### src/rtl/prank_pkg.sv
// Shared widths, defaults and controller/datapath interface types for the permutation ranker.
package prank_pkg;

  localparam int ELEM_W       = 4;
  localparam int SIZE_W       = 5;
  localparam int RANK_W       = 45;
  localparam int VALUE_CNT    = 1 << ELEM_W;
  localparam int MIN_SIZE     = 2;
  localparam int DEF_MAX_SIZE = 16;

  localparam logic [SIZE_W-1:0] SIZE_RESET = 5'd16;

  // Commands from the controller to the datapath.
  typedef struct packed {
    logic step;     // an element transfer happens this cycle
    logic capture;  // load the result register with the finished rank
  } cmd_t;

  // Status from the datapath to the controller.
  typedef struct packed {
    logic last;     // the element now presented completes the permutation
  } status_t;

endpackage

### src/rtl/prank_datapath.sv
// Datapath: seen-value bitmap, position counter, Horner accumulator and result register.
module prank_datapath import prank_pkg::*; #(
  parameter int MAX_SIZE = DEF_MAX_SIZE
) (
  input  logic              clk_i,
  input  logic              rst_ni,
  input  logic              perm_size_we_i,
  input  logic [SIZE_W-1:0] perm_size_i,
  input  logic [ELEM_W-1:0] element_i,
  input  cmd_t              cmd_i,
  output status_t           status_o,
  output logic [RANK_W-1:0] rank_o,
  output logic              status_bit_o
);

  // Element values never exceed VALUE_CNT-1, and sizes never exceed MAX_SIZE.
  localparam int SeenW = (MAX_SIZE < VALUE_CNT) ? MAX_SIZE : VALUE_CNT;
  localparam logic [SIZE_W-1:0] MaxSizeC = SIZE_W'(MAX_SIZE);
  localparam logic [SIZE_W-1:0] MinSizeC = SIZE_W'(MIN_SIZE);

  logic [SIZE_W-1:0] perm_size_q;
  logic [SeenW-1:0]  seen_q, seen_d;
  logic [SIZE_W-1:0] pos_q, pos_d;
  logic [RANK_W-1:0] acc_q, acc_d;
  logic              err_q, err_d;
  logic [RANK_W-1:0] rank_q, rank_d;
  logic              stat_q, stat_d;

  logic [SIZE_W-1:0]        size_eff;
  logic [SIZE_W-1:0]        pos_eff;
  logic [SIZE_W-1:0]        pos_next;
  logic [SIZE_W-1:0]        factor;
  logic [VALUE_CNT-1:0]     seen_ext;
  logic [VALUE_CNT-1:0]     elem_bit;
  logic [VALUE_CNT-1:0]     below;
  logic [ELEM_W:0]          below_cnt;
  logic [ELEM_W-1:0]        digit;
  logic                     bad_elem;
  logic                     err_any;
  logic                     last;
  logic [RANK_W+SIZE_W-1:0] product;
  logic [RANK_W-1:0]        acc_new;

  // Balanced adder tree over the 16-bit mask.
  function automatic logic [ELEM_W:0] count_ones(input logic [VALUE_CNT-1:0] v);
    logic [1:0] l1 [8];
    logic [2:0] l2 [4];
    logic [3:0] l3 [2];
    for (int i = 0; i < 8; i++) begin
      l1[i] = {1'b0, v[2*i]} + {1'b0, v[2*i+1]};
    end
    for (int i = 0; i < 4; i++) begin
      l2[i] = {1'b0, l1[2*i]} + {1'b0, l1[2*i+1]};
    end
    for (int i = 0; i < 2; i++) begin
      l3[i] = {1'b0, l2[2*i]} + {1'b0, l2[2*i+1]};
    end
    return {1'b0, l3[0]} + {1'b0, l3[1]};
  endfunction

  always_comb begin
    if (perm_size_q < MinSizeC) begin
      size_eff = MinSizeC;
    end else if (perm_size_q > MaxSizeC) begin
      size_eff = MaxSizeC;
    end else begin
      size_eff = perm_size_q;
    end

    pos_eff  = (pos_q >= size_eff) ? '0 : pos_q;
    pos_next = pos_eff + SIZE_W'(1);
    last     = (pos_next >= size_eff);
    factor   = size_eff - pos_eff;

    seen_ext  = VALUE_CNT'(seen_q);
    elem_bit  = VALUE_CNT'(1) << element_i;
    below     = seen_ext & (elem_bit - VALUE_CNT'(1));
    below_cnt = count_ones(below);
    digit     = ELEM_W'({1'b0, element_i} - below_cnt);

    bad_elem = ({1'b0, element_i} >= size_eff) || ((seen_ext & elem_bit) != '0);
    err_any  = err_q | bad_elem;

    product = acc_q * factor;
    acc_new = product[RANK_W-1:0] + RANK_W'(digit);

    seen_d = seen_q;
    pos_d  = pos_q;
    acc_d  = acc_q;
    err_d  = err_q;
    if (perm_size_we_i) begin
      seen_d = '0;
      pos_d  = '0;
      acc_d  = '0;
      err_d  = 1'b0;
    end else if (cmd_i.step) begin
      if (last) begin
        seen_d = '0;
        pos_d  = '0;
        acc_d  = '0;
        err_d  = 1'b0;
      end else begin
        pos_d = pos_next;
        err_d = err_any;
        if (!bad_elem) begin
          acc_d  = acc_new;
          seen_d = SeenW'(seen_ext | elem_bit);
        end
      end
    end

    // The finishing element may itself be bad, so the error is checked here too.
    rank_d = err_any ? '0 : (bad_elem ? acc_q : acc_new);
    stat_d = err_any;
  end

  always_ff @(posedge clk_i or negedge rst_ni) begin
    if (!rst_ni) begin
      perm_size_q <= SIZE_RESET;
      seen_q      <= '0;
      pos_q       <= '0;
      acc_q       <= '0;
      err_q       <= 1'b0;
    end else begin
      if (perm_size_we_i) begin
        perm_size_q <= perm_size_i;
      end
      seen_q <= seen_d;
      pos_q  <= pos_d;
      acc_q  <= acc_d;
      err_q  <= err_d;
    end
  end

  always_ff @(posedge clk_i) begin
    if (cmd_i.capture) begin
      rank_q <= rank_d;
      stat_q <= stat_d;
    end
  end

  assign status_o.last = last;
  assign rank_o        = rank_q;
  assign status_bit_o  = stat_q;

endmodule

### src/rtl/prank_ctrl.sv
// Controller: element transfer control and result register occupancy state machine.
module prank_ctrl import prank_pkg::*; (
  input  logic    clk_i,
  input  logic    rst_ni,
  input  logic    element_valid_i,
  output logic    element_stall_o,
  output logic    result_valid_o,
  input  logic    result_stall_i,
  input  status_t status_i,
  output cmd_t    cmd_o
);

  typedef enum logic [1:0] {
    ST_EMPTY = 2'b01,
    ST_FULL  = 2'b10
  } state_e;

  state_e state_q, state_d;

  logic full;
  logic step;
  logic capture;

  assign full            = (state_q == ST_FULL);
  // A new element may enter while the held result leaves in the same cycle.
  assign element_stall_o = full && result_stall_i;
  assign step            = element_valid_i && !element_stall_o;
  assign capture         = step && status_i.last;
  assign result_valid_o  = full;
  assign cmd_o.step      = step;
  assign cmd_o.capture   = capture;

  always_comb begin
    state_d = state_q;
    unique case (state_q)
      ST_EMPTY: begin
        if (capture) begin
          state_d = ST_FULL;
        end
      end
      ST_FULL: begin
        if (!result_stall_i && !capture) begin
          state_d = ST_EMPTY;
        end
      end
      default: state_d = ST_EMPTY;
    endcase
  end

  always_ff @(posedge clk_i or negedge rst_ni) begin
    if (!rst_ni) begin
      state_q <= ST_EMPTY;
    end else begin
      state_q <= state_d;
    end
  end

  a_stall_only_when_held: assert property (@(posedge clk_i) disable iff (!rst_ni)
    element_stall_o |-> result_valid_o)
    else $error("element stall raised without a held result");

  a_capture_gives_result: assert property (@(posedge clk_i) disable iff (!rst_ni)
    capture |=> result_valid_o)
    else $error("finished permutation did not produce a result");

  a_taken_result_clears: assert property (@(posedge clk_i) disable iff (!rst_ni)
    (result_valid_o && !result_stall_i && !capture) |=> !result_valid_o)
    else $error("result repeated after its transfer");

endmodule

### src/rtl/permutation_rank.sv
// Top level of the permutation ranker: controller plus datapath.
//
// Elements of a permutation arrive on the element channel (element_valid_i,
// element_stall_o, element_i), one per transfer, in position order. The size N
// is set through perm_size_we_i/perm_size_i; a write also restarts the current
// permutation. Sizes below 2 act as 2 and sizes above MAX_SIZE act as MAX_SIZE.
// After the N-th element the result channel (result_valid_o, result_stall_i,
// rank_o, status_o) carries the lexicographic rank and a status bit; a repeated
// or out-of-range element anywhere in the permutation gives status 1 and rank 0.
// The bitmap count and the 45x5 multiply-add of the Horner step sit in one
// stage, so one element is accepted per cycle unless element_stall_o holds it.
// The result is registered at the last element's transfer, appears in the next
// cycle and stays in the output register until taken. While a result is held
// and the receiver stalls, element_stall_o is high; when the result leaves, a
// new element can be accepted in the same cycle. Reset clears the accumulator,
// bitmap and position, empties the output register and sets the size to 16.
module permutation_rank import prank_pkg::*; #(
  parameter int MAX_SIZE = DEF_MAX_SIZE
) (
  input  logic              clk_i,
  input  logic              rst_ni,
  input  logic              perm_size_we_i,
  input  logic [SIZE_W-1:0] perm_size_i,
  input  logic              element_valid_i,
  output logic              element_stall_o,
  input  logic [ELEM_W-1:0] element_i,
  output logic              result_valid_o,
  input  logic              result_stall_i,
  output logic [RANK_W-1:0] rank_o,
  output logic              status_o
);

  cmd_t    cmd;
  status_t dp_status;

  prank_ctrl u_ctrl (
    .clk_i           (clk_i),
    .rst_ni          (rst_ni),
    .element_valid_i (element_valid_i),
    .element_stall_o (element_stall_o),
    .result_valid_o  (result_valid_o),
    .result_stall_i  (result_stall_i),
    .status_i        (dp_status),
    .cmd_o           (cmd)
  );

  prank_datapath #(
    .MAX_SIZE (MAX_SIZE)
  ) u_datapath (
    .clk_i          (clk_i),
    .rst_ni         (rst_ni),
    .perm_size_we_i (perm_size_we_i),
    .perm_size_i    (perm_size_i),
    .element_i      (element_i),
    .cmd_i          (cmd),
    .status_o       (dp_status),
    .rank_o         (rank_o),
    .status_bit_o   (status_o)
  );

endmodule

### config.mk
export PLATFORM = sky130hd
export DESIGN_NAME = permutation_rank
export DESIGN_NICKNAME = d
export VERILOG_FILES = /design/src/rtl/prank_pkg.sv /design/src/rtl/prank_datapath.sv /design/src/rtl/prank_ctrl.sv /design/src/rtl/permutation_rank.sv
export SDC_FILE = /design/constraint.sdc
export NUM_CORES = 1
export LEC_CHECK = 0
export BUFFER_PORTS_ARGS = -buffer_cell sky130_fd_sc_hd__clkbuf_2
export CORE_AREA = 4 4 175 177
export CTS_CLUSTER_SIZE = 25
export DETAILED_ROUTE_END_ITERATION = 6
export DIE_AREA = 0 0 179 181
export GPL_ROUTABILITY_DRIVEN = 0
export SETUP_SLACK_MARGIN = 0.1
export SLEW_MARGIN = 10
export SYNTH_ARGS = -nofsm -noshare
export SYNTH_HDL_FRONTEND = slang
export SYNTH_SLANG_ARGS = --single-unit
export TNS_END_PERCENT = 5
### constraint.sdc
create_clock -name clk_i -period 12.1 [get_ports clk_i]
set_input_delay 0 -clock clk_i [delete_from_list [all_inputs] [get_ports clk_i]]
set_output_delay 0 -clock clk_i [all_outputs]
set_load 0.02 [all_outputs]
### Word level (Yosys, flattened, before mapping)

Index checks and enable logic that the tools add are counted.

| cells by class | value |
|---|---|
| eq/ne operators | 5 |
| bitwise gates (word level) | 4 |
| magnitude comparators | 5 |
| multipliers | 1 |
| reduce and logical (&&, ||, !) cells | 12 |
| shift-type cells | 1 |
| $add $sub $neg | 20 |
| multiplexer cells | 20 |

Operators with widths:

| operator | number |
|---|---|
| 45-bit 2-to-1 mux | 4 |
| 16-bit 2-to-1 mux | 4 |
| 45-bit by 4-bit adder with 45-bit output | 1 |
| 45-bit by 5-bit multiplier with 45-bit output | 1 |
| 16-bit AND | 2 |
| 5-bit 2-to-1 mux | 6 |
| 1-bit by 1-bit adder with 2-bit output | 8 |
| 16-bit bitwise OR | 1 |
| 16-bit nonzero test | 1 |
| 1-bit by 4-bit left shift with 16-bit output (first input constant) | 1 |
| 16-bit by 1-bit subtractor with 16-bit output (second input constant) | 1 |
| 2-bit by 2-bit adder with 3-bit output | 4 |
| 5-bit greater-or-equal comparator | 2 |
| 3-bit by 3-bit adder with 4-bit output | 2 |
| 5-bit by 1-bit adder with 5-bit output (second input constant) | 1 |
| 4-bit by 5-bit greater-or-equal comparator with 1-bit output | 1 |
| 5-bit > comparator (second input constant) | 1 |
| 5-bit by 2-bit less-than comparator with 1-bit output (second input constant) | 1 |
| 5-bit subtractor | 1 |
| 4-bit adder | 1 |
| 1-bit logical AND | 4 |
| 2-bit 2-to-1 mux | 2 |
| 2-bit case mux with 2 select lines | 1 |
| 2-bit AND reduction | 2 |
| 11 further kinds | 15 |

| storage, ports and cells | value |
|---|---|
| logic and storage cells | 76 |
| register bits after elaboration | 120 |
| bits of input ports | 14 |
| output and inout bits | 48 |

### Depth between registers and ports, before layout

Gate-level depths: netlist of run 1.

| depth | value |
|---|---|
| depth after elaboration | 13 |
| depth in mapped cells | 40 |

### By module

A second synthesis of run 1 with hierarchy kept.

| second synthesis, totals | value |
|---|---|
| cell total of the unflattened synthesis | 1,381 |
| area, all modules | 13,165.1 µm² |

Modules (own cells, without submodules):

| module | area each (µm²) | instances | cells each | seq. area each (µm²) |
|---|---|---|---|---|
| prank_datapath | 13,032.5 | 1 | 1,367 | 3,184.3 |
| prank_ctrl | 132.6 | 1 | 14 | 51.3 |

### Worst setup path after synthesis of run 1

No wires, ideal clock.

| timing | value |
|---|---|
| path type | in2reg |
| from | in element_i[2] |
| to | reg u_datapath.rank_q[41] (netlist: u_datapath.rank_o[41]) (data pin) |
| setup time | 0.258 ns |
| data required time | 11.842 ns |
| data arrival time | 8.419 ns |
| slack | 3.424 ns |
| cell stages on the path | 35 |
| cell sequence | buf_2 nor2_1 nand2_1 ha_1 clkbuf_1 o21ai_0 a21oi_1 o21a_1 fa_1 fa_1 fa_1 inv_1 fa_1 fa_1 inv_1 fa_1 inv_1 ha_1 a21o_1 a21oi_1 xnor2_1 fa_1 inv_1 ha_1 fa_1 ha_1 a211oi_1 o21ai_1 and4_1 a211o_1 a21oi_2 o31a_1 o311ai_2 xnor2_1 nor2_1 |

| between the ends | value |
|---|---|
| cells in the longest elaborated chain, start to end | 10 |

Ends and longest elaborated chain:

| what | RTL line | RTL |
|---|---|---|
| start: declaration | permutation_rank.sv:26 | `input logic [ELEM_W-1:0] element_i,` |
| 1-bit by 4-bit left shift with 16-bit output | prank_datapath.sv:76 | `elem_bit = VALUE_CNT'(1) << element_i;` |
| 16-bit by 1-bit subtractor with 16-bit output | prank_datapath.sv:77 | `below = seen_ext & (elem_bit - VALUE_CNT'(1));` |
| 16-bit AND | prank_datapath.sv:77 |  |
| 1-bit by 1-bit adder with 2-bit output | prank_datapath.sv:50 | `l1[i] = {1'b0, v[2*i]} + {1'b0, v[2*i+1]};` |
| 2-bit by 2-bit adder with 3-bit output | prank_datapath.sv:53 | `l2[i] = {1'b0, l1[2*i]} + {1'b0, l1[2*i+1]};` |
| 3-bit by 3-bit adder with 4-bit output | prank_datapath.sv:56 | `l3[i] = {1'b0, l2[2*i]} + {1'b0, l2[2*i+1]};` |
| 4-bit adder | prank_datapath.sv:58 | `return {1'b0, l3[0]} + {1'b0, l3[1]};` |
| 4-bit subtractor | prank_datapath.sv:79 | `digit = ELEM_W'({1'b0, element_i} - below_cnt);` |
| 45-bit by 4-bit adder with 45-bit output | prank_datapath.sv:85 | `acc_new = product[RANK_W-1:0] + RANK_W'(digit);` |
| 45-bit 2-to-1 mux | prank_datapath.sv:113 | `rank_d = err_any ? '0 : (bad_elem ? acc_q : acc_new);` |
| end signal: assignment | prank_datapath.sv:137 | `rank_q <= rank_d;` |
| end: declaration | prank_datapath.sv:26 | `logic [RANK_W-1:0] rank_q, rank_d;` |

Several ways; a longest one is shown, not always the timed one.
A chain may end at the register's enable or synchronous reset.

### Worst setup path in the final report of run 1

| timing | value |
|---|---|
| from | in element_i[3] |
| to | reg u_datapath.rank_q[43] (netlist: u_datapath.rank_o[43]) (data pin) |

The elaborated chain is that of the path after synthesis.

==> results of run 1 <==
## power by group through the flow
stage | logic (mW) | clock network [mW] | registers [mW]
2_1_floorplan | 0.428 | 0 | 0.507
6_report | 0.618 | 0.552 | 0.491
5_1_grt | 0.712 | 0.582 | 0.495
3_3_place_gp | 0.616 | 0 | 0.499
4_1_cts | 0.629 | 0.562 | 0.491
3_5_place_dp | 0.621 | 0 | 0.498
## final timing paths
kind	startpoint	end	slack (ns)
min in group clk_i	element_valid_i	u_datapath.pos_q[0]	0.07
max reg2reg	u_datapath.seen_ext[3]	u_datapath.rank_o[43]	3.50
min reg2reg	u_datapath.acc_q[44]	u_datapath.acc_q[44]	0.50
min	rst_ni	u_datapath.acc_q[21]	0.005
max in group asynchronous	rst_ni	u_datapath.seen_ext[6]	10.98
max	element_i[3]	u_datapath.rank_o[43]	2.55
## per-stage QoR
step	total power, mW	worst slack, ns	util, %	hold slack (ns)	area [um2]
2_1_floorplan	0.935	3.42	-	-0.296	13000
3_3_place_gp	1.11	2.33	46.5	-0.0873	13600
3_5_place_dp	1.12	2.17	46.5	-0.0912	13600
4_1_cts	1.68	2.61	49.0	0.00713	14300
5_1_grt	1.79	1.85	49.0	0.0332	14300
6_report	1.66	2.55	49.0	0.00473	14300
## logic make-up (layout without fill, tap and decap cells)
kind of cell / after synthesis / after routing / synth area share (%)
AND/OR/NAND/NOR: 478 / 478 / 17.2
multiplexers: 9 / 9 / 0.752
XOR/XNOR: 61 / 61 / 4.12
other: 1 / 1 / 0.0289
buffers and inverters: 235 / 288 / 7.07
AO/OA/AOI/OAI: 255 / 255 / 12.1
flip-flops: 120 / 120 / 24.9
adder cells (fa/ha/maj): 263 / 263 / 33.8
## cell type report
type	count	area [um2]
tap	390	488
timing repair buffer	83	505
clock buffer	17	425
multi-input combinational	1067	8850
clock inverter	15	183
sequential	120	3240
fill	2781	14900
inverter	173	649
## state kept, by name (all words and copies together) (netlist names)
name                     flops
u_ctrl.state_q               2
u_datapath.acc_q            45
u_datapath.err_q             1
u_datapath.perm_size_q       5
u_datapath.pos_q             5
u_datapath.rank_o           45
u_datapath.seen_ext         16
u_datapath.status_bit_o      1
## cell usage in the layout (no fill, tap or decap), types with 5 or more instances in the layout
cell           Yosys  layout
a21o_1            33      33
a21oi_1           67      67
a22o_1             7       7
a31oi_1           13      13
and2_1            59      59
and3_1             8       8
buf_4              4      10
clkbuf_16          0      17
clkbuf_2           0      60
clkinv_1           0       5
dfrtp_1           72      72
dlygate4sd3_1      0      13
edfxtp_1          46      46
fa_1             146     146
ha_1             117     117
inv_1            172     171
mux2_2             6       6
nand2_1          212     212
nand2b_1           9       9
nand3_1           18      18
nand4_1            5       5
nor2_1            92      91
nor2b_1           53      53
nor3_1             8       8
o211ai_1           6       6
o21ai_0           69      69
o21ai_1           19      19
o21bai_1           8       8
xnor2_1           44      41
xor2_1            17      17
## critical path, delay by kind of cell
family,cells,cell delay (ns)
compound gates,10,2.16
xor+xnor,2,0.35
fa+ha+maj,12,5.20
buf+inv,5,0.55
simple gates,6,1.39
## metal layers
layer  GRT usage (%)  share of wire [%]  vias up  routed length (um)
met4            3.96                1.0        0                 318
met5               0                  0        -                   0
met1            29.5                 48     4973               14800
met2            33.2                 47      221               14800
li1                -                  -     4695                   -
met3            2.39                4.0       24                1250
## what timing repair did
action                                 4_1_cts  5_1_grt
buffers inserted                             0        0
hold buffers                                13        0
endpoints found under the hold margin       25        0
resized for setup                            0        0
setup endpoints to repair                    0        0
==> flow_summary.ini, run 1 <==
[critical_path]
path_max_fanout = 26
crit_top_cell = fa_1
path_class = primary input to register
worstRegToRegCells = 29
slowest_stage = nor2_1
crit_path_end_kind = register
worstSetupStartpointType = primary input
slowest_delay_ns = 0.56
crit_arrival_ns = 9.68
cp.required_ns = 12.24

[pwr]
p_clk_share_pct = 33.2
combPwrFrac_pct = 37.2
p_sw_share_pct = 38.5
powerDensity_nw_per_um2 = 116
irDropWorstVdd_mv = 0.102
power.switching_mw = 0.639
p_leak_nw = 6.77
pwr-share-seq_pct = 29.5
p_int_mw = 1.02

[clock_network]
cts.sinks = 120
root_buffer = clkbuf_16
tritoncts = done
clk_latency_ns = 0.42
cts_buffers = 17
cts.clk_slew.worst_paths_ns = 0.06
clock_path_buffers = 2
htreeDepth = 4

[finish]
areaGrowthSynthToFinish_pct = 10.5
drive_gt1_share_pct = 8.41
fin_cells = 1865
diodes = 0
nets = 1739

[routing]
wl_per_cell_um = 16.7
final_antenna_net_count = 0
dr_total_vias = 9913
drc_errors = 0
vias_per_cell = 5.32
drtPass1Iterations = 5
drtIter0Drc = 618
wirelength_mm = 31.2

[sta]
rsz0062_at_grt = false
setup_viol_count_final = 0
maxSlewViolCount = 0
post-route-min-period_ns = 9.55
finalHoldViolCount = 0
tightest_slew_ns = 1.07
fin_skew_ns = 0.0105
fmax_ghz = 0.105
max_slew_margin_pct = 28.6
finalCritPeriodShare_pct = 78.9
setup_tns_ns = 0

[synth]
yosysMostFrequentCell = nand2_1
synth-seq-cells = 120
ys_dominant_reg_cell = dfrtp_1
yosysTopAreaCellShare_pct = 22.5
syn_avg_cell_area_um2 = 9.12
yosysTopAreaCell = fa_1
synth.distinct_cells = 64
synth_edf_count = 46
synth_area_leaders = fa_1 (23%), dfrtp_1 (14%), ha_1 (11%)
yosys_warnings = 0
ys_seq_area_share_pct = 24.9
synth_commonest_cells = nand2_1 (212), inv_1 (172), fa_1 (146)
syn_nets = 1699
synth-async-reset-ratio_pct = 61.7
synth_cells = 1422
netlist_area_um2 = 13000

[global_route]
grt_pass1_vias = 10400
track_usage_pct = 20.4
grt.overflow.total = 0
antenna_found_initial = 0
grt_max_degree = 57
grt_pass1_wl_mm = 53.6

[placement]
port_buffers = 61
dp_hpwl_mm = 22.8
dp_cells = 1820

[run]
drv_cap = 0

[die]
initial_core_util_pct = 44.4
fp.dieH_um = 181
coreArea_um2 = 29200
die_area_um2 = 32400
rows = 63
die_x_um = 179
io_pins = 62

[status]
status = completed

[min_path]
min_path_type = primary input to asynchronous set/reset pin
Power figures use the tool's default switching activity.
==> inputs of run 2 (changes only) <==
Clock period 12.1 ns to 9.9 ns, I/O delays scaled along.
==> run 2 against run 1 <==
  * Via count grew 0.16%
  * Global-route usage increased by 0.52 points
  * Cell count grew 0.59%
  * Sequential power is 22% higher
  * Critical path depth grew 2
  * Routed wire length is 2.8% higher
  * First-iteration DRC count down 5.3%
  * Register-to-register slack got worse by 2.1 ns
  * Design area is 0.50% higher
  * Largest cell class unchanged
==> flow_summary.ini, run 2 (synthesis gave the netlist of run 1 again) <==
[critical_path]
reg2reg_to = u_datapath.rank_o[39]
slowest_delay_ns = 0.54
worstRegToRegCells = 30
path_class = primary input to register
crit_arrival_ns = 9.34
worstSetupStartpointType = primary input
r2r_slack_ns = 1.40
crit_top_cell = fa_1
rr_startpoint = u_datapath.seen_ext[3]
path_max_fanout = 14
cp.required_ns = 10.05
slowest_stage = fa_1
crit_path_end_kind = register

[routing]
wirelength_mm = 32.0
drc_errors = 0
drtPass1Iterations = 5
dr_total_vias = 9929
vias_per_cell = 5.29
drtIter0Drc = 585
final_antenna_net_count = 0
wl_per_cell_um = 17.1

[sta]
fin_skew_ns = 0.0135
post-route-min-period_ns = 9.19
tightest_slew_ns = 1.19
setup_viol_count_final = 0
max_slew_margin_pct = 20.5
finalCritPeriodShare_pct = 92.8
fmax_ghz = 0.109
maxSlewViolCount = 0
finalHoldViolCount = 0
rsz0062_at_grt = false
setup_tns_ns = 0

[global_route]
grt_max_degree = 57
grt_pass1_vias = 10400
grt_pass1_wl_mm = 54.4
grt.overflow.total = 0
track_usage_pct = 20.9
antenna_found_initial = 0

[min_path]
hold_path.startpoint = perm_size_we_i
holdPathStages = 4
min_path_type = primary input to register
hold_end = u_datapath.pos_q[0]

[die]
fp.dieH_um = 181
initial_core_util_pct = 44.4
die_area_um2 = 32400
die_x_um = 179
rows = 63
io_pins = 62
coreArea_um2 = 29200

[finish]
drive_gt1_share_pct = 9.42
nets = 1750
diodes = 0
layout_commonest_cell = nand2_1
final_cell_mix = nand2_1 (212), inv_1 (171), fa_1 (146), ha_1 (116), nor2_1 (91)
fin_cells = 1876
areaGrowthSynthToFinish_pct = 11.1

[clock_network]
cts.sinks = 120
clock_path_buffers = 2
cts_buffers = 17
tritoncts = done
root_buffer = clkbuf_16
clk_latency_ns = 0.44
cts.clk_slew.worst_paths_ns = 0.07
htreeDepth = 4

[pwr]
powerDensity_nw_per_um2 = 140
p_leak_nw = 6.80
irDropWorstVdd_mv = 0.0943

[status]
status = completed

[placement]
port_buffers = 61
dp_cells = 1826
dp_hpwl_mm = 23.0

[run]
drv_cap = 0
-- run 2: final cells by class --
class | instances | area (um2)
fill | 2753 | 14800
clock buffer | 18 | 439
multi-input combinational | 1067 | 8860
tap | 390 | 488
sequential | 120 | 3240
clock inverter | 14 | 139
inverter | 173 | 649
timing repair buffer | 94 | 596
-- run 2: worst max-delay path, delay by kind of cell --
kind	cells	cell delay, ns
fa+ha+maj	12	5.08
compound gates	10	1.99
buf+inv	7	1.03
simple gates	6	0.91
xor+xnor	2	0.35
-- run 2: repair_timing --
item                                    in CTS  in global routing
hold buffers                                16                  0
gates resized for setup                      0                  3
endpoints found under the setup margin       0                 23
buffers inserted                             0                  2
hold endpoints to repair                    26                  0
-- run 2: per-layer routing --
layer | GRT usage [%] | up-vias | part of all wire, %
met1 | 29.8 | 4956 | 46
met5 | 0 | - | 0
met4 | 5.47 | 0 | 1.5
met3 | 2.30 | 35 | 3.7
li1 | - | 4716 | -
met2 | 34.0 | 222 | 48
-- run 2: worst max-delay path by stage --
stage / startpoint / end / slack (ns)
3_3_place_gp: element_i[2] / u_datapath.rank_o[37] / 0.54
5_1_grt: element_i[3] / u_datapath.rank_o[38] / 0.17
2_1_floorplan: element_i[2] / u_datapath.rank_o[41] / 1.22
3_5_place_dp: element_i[2] / u_datapath.rank_o[43] / 0.39
6_report: element_i[3] / u_datapath.rank_o[39] / 0.71
4_1_cts: element_i[3] / u_datapath.rank_o[43] / 0.50
-- run 2: where the power goes --
part / total [mW] / internal (mW) / switching, mW
Sequential: 0.598 / 0.568 / 0.0299
Combinational: 0.786 / 0.271 / 0.515
Clock: 0.640 / 0.358 / 0.282
-- run 2: metrics by stage --
step	area (um2)	hold slack, ns	util, %	power (mW)	setup slack, ns
finish	14400	0.0486	49.3	2.02	0.708
global route	14400	0.108	49.3	2.18	0.170
CTS	14400	0.0364	49.2	2.05	0.500
detailed placement	13600	-0.0854	46.7	1.39	0.387
global placement	13600	-0.0820	46.7	1.38	0.538
floorplan	13000	-0.296	-	1.14	1.22
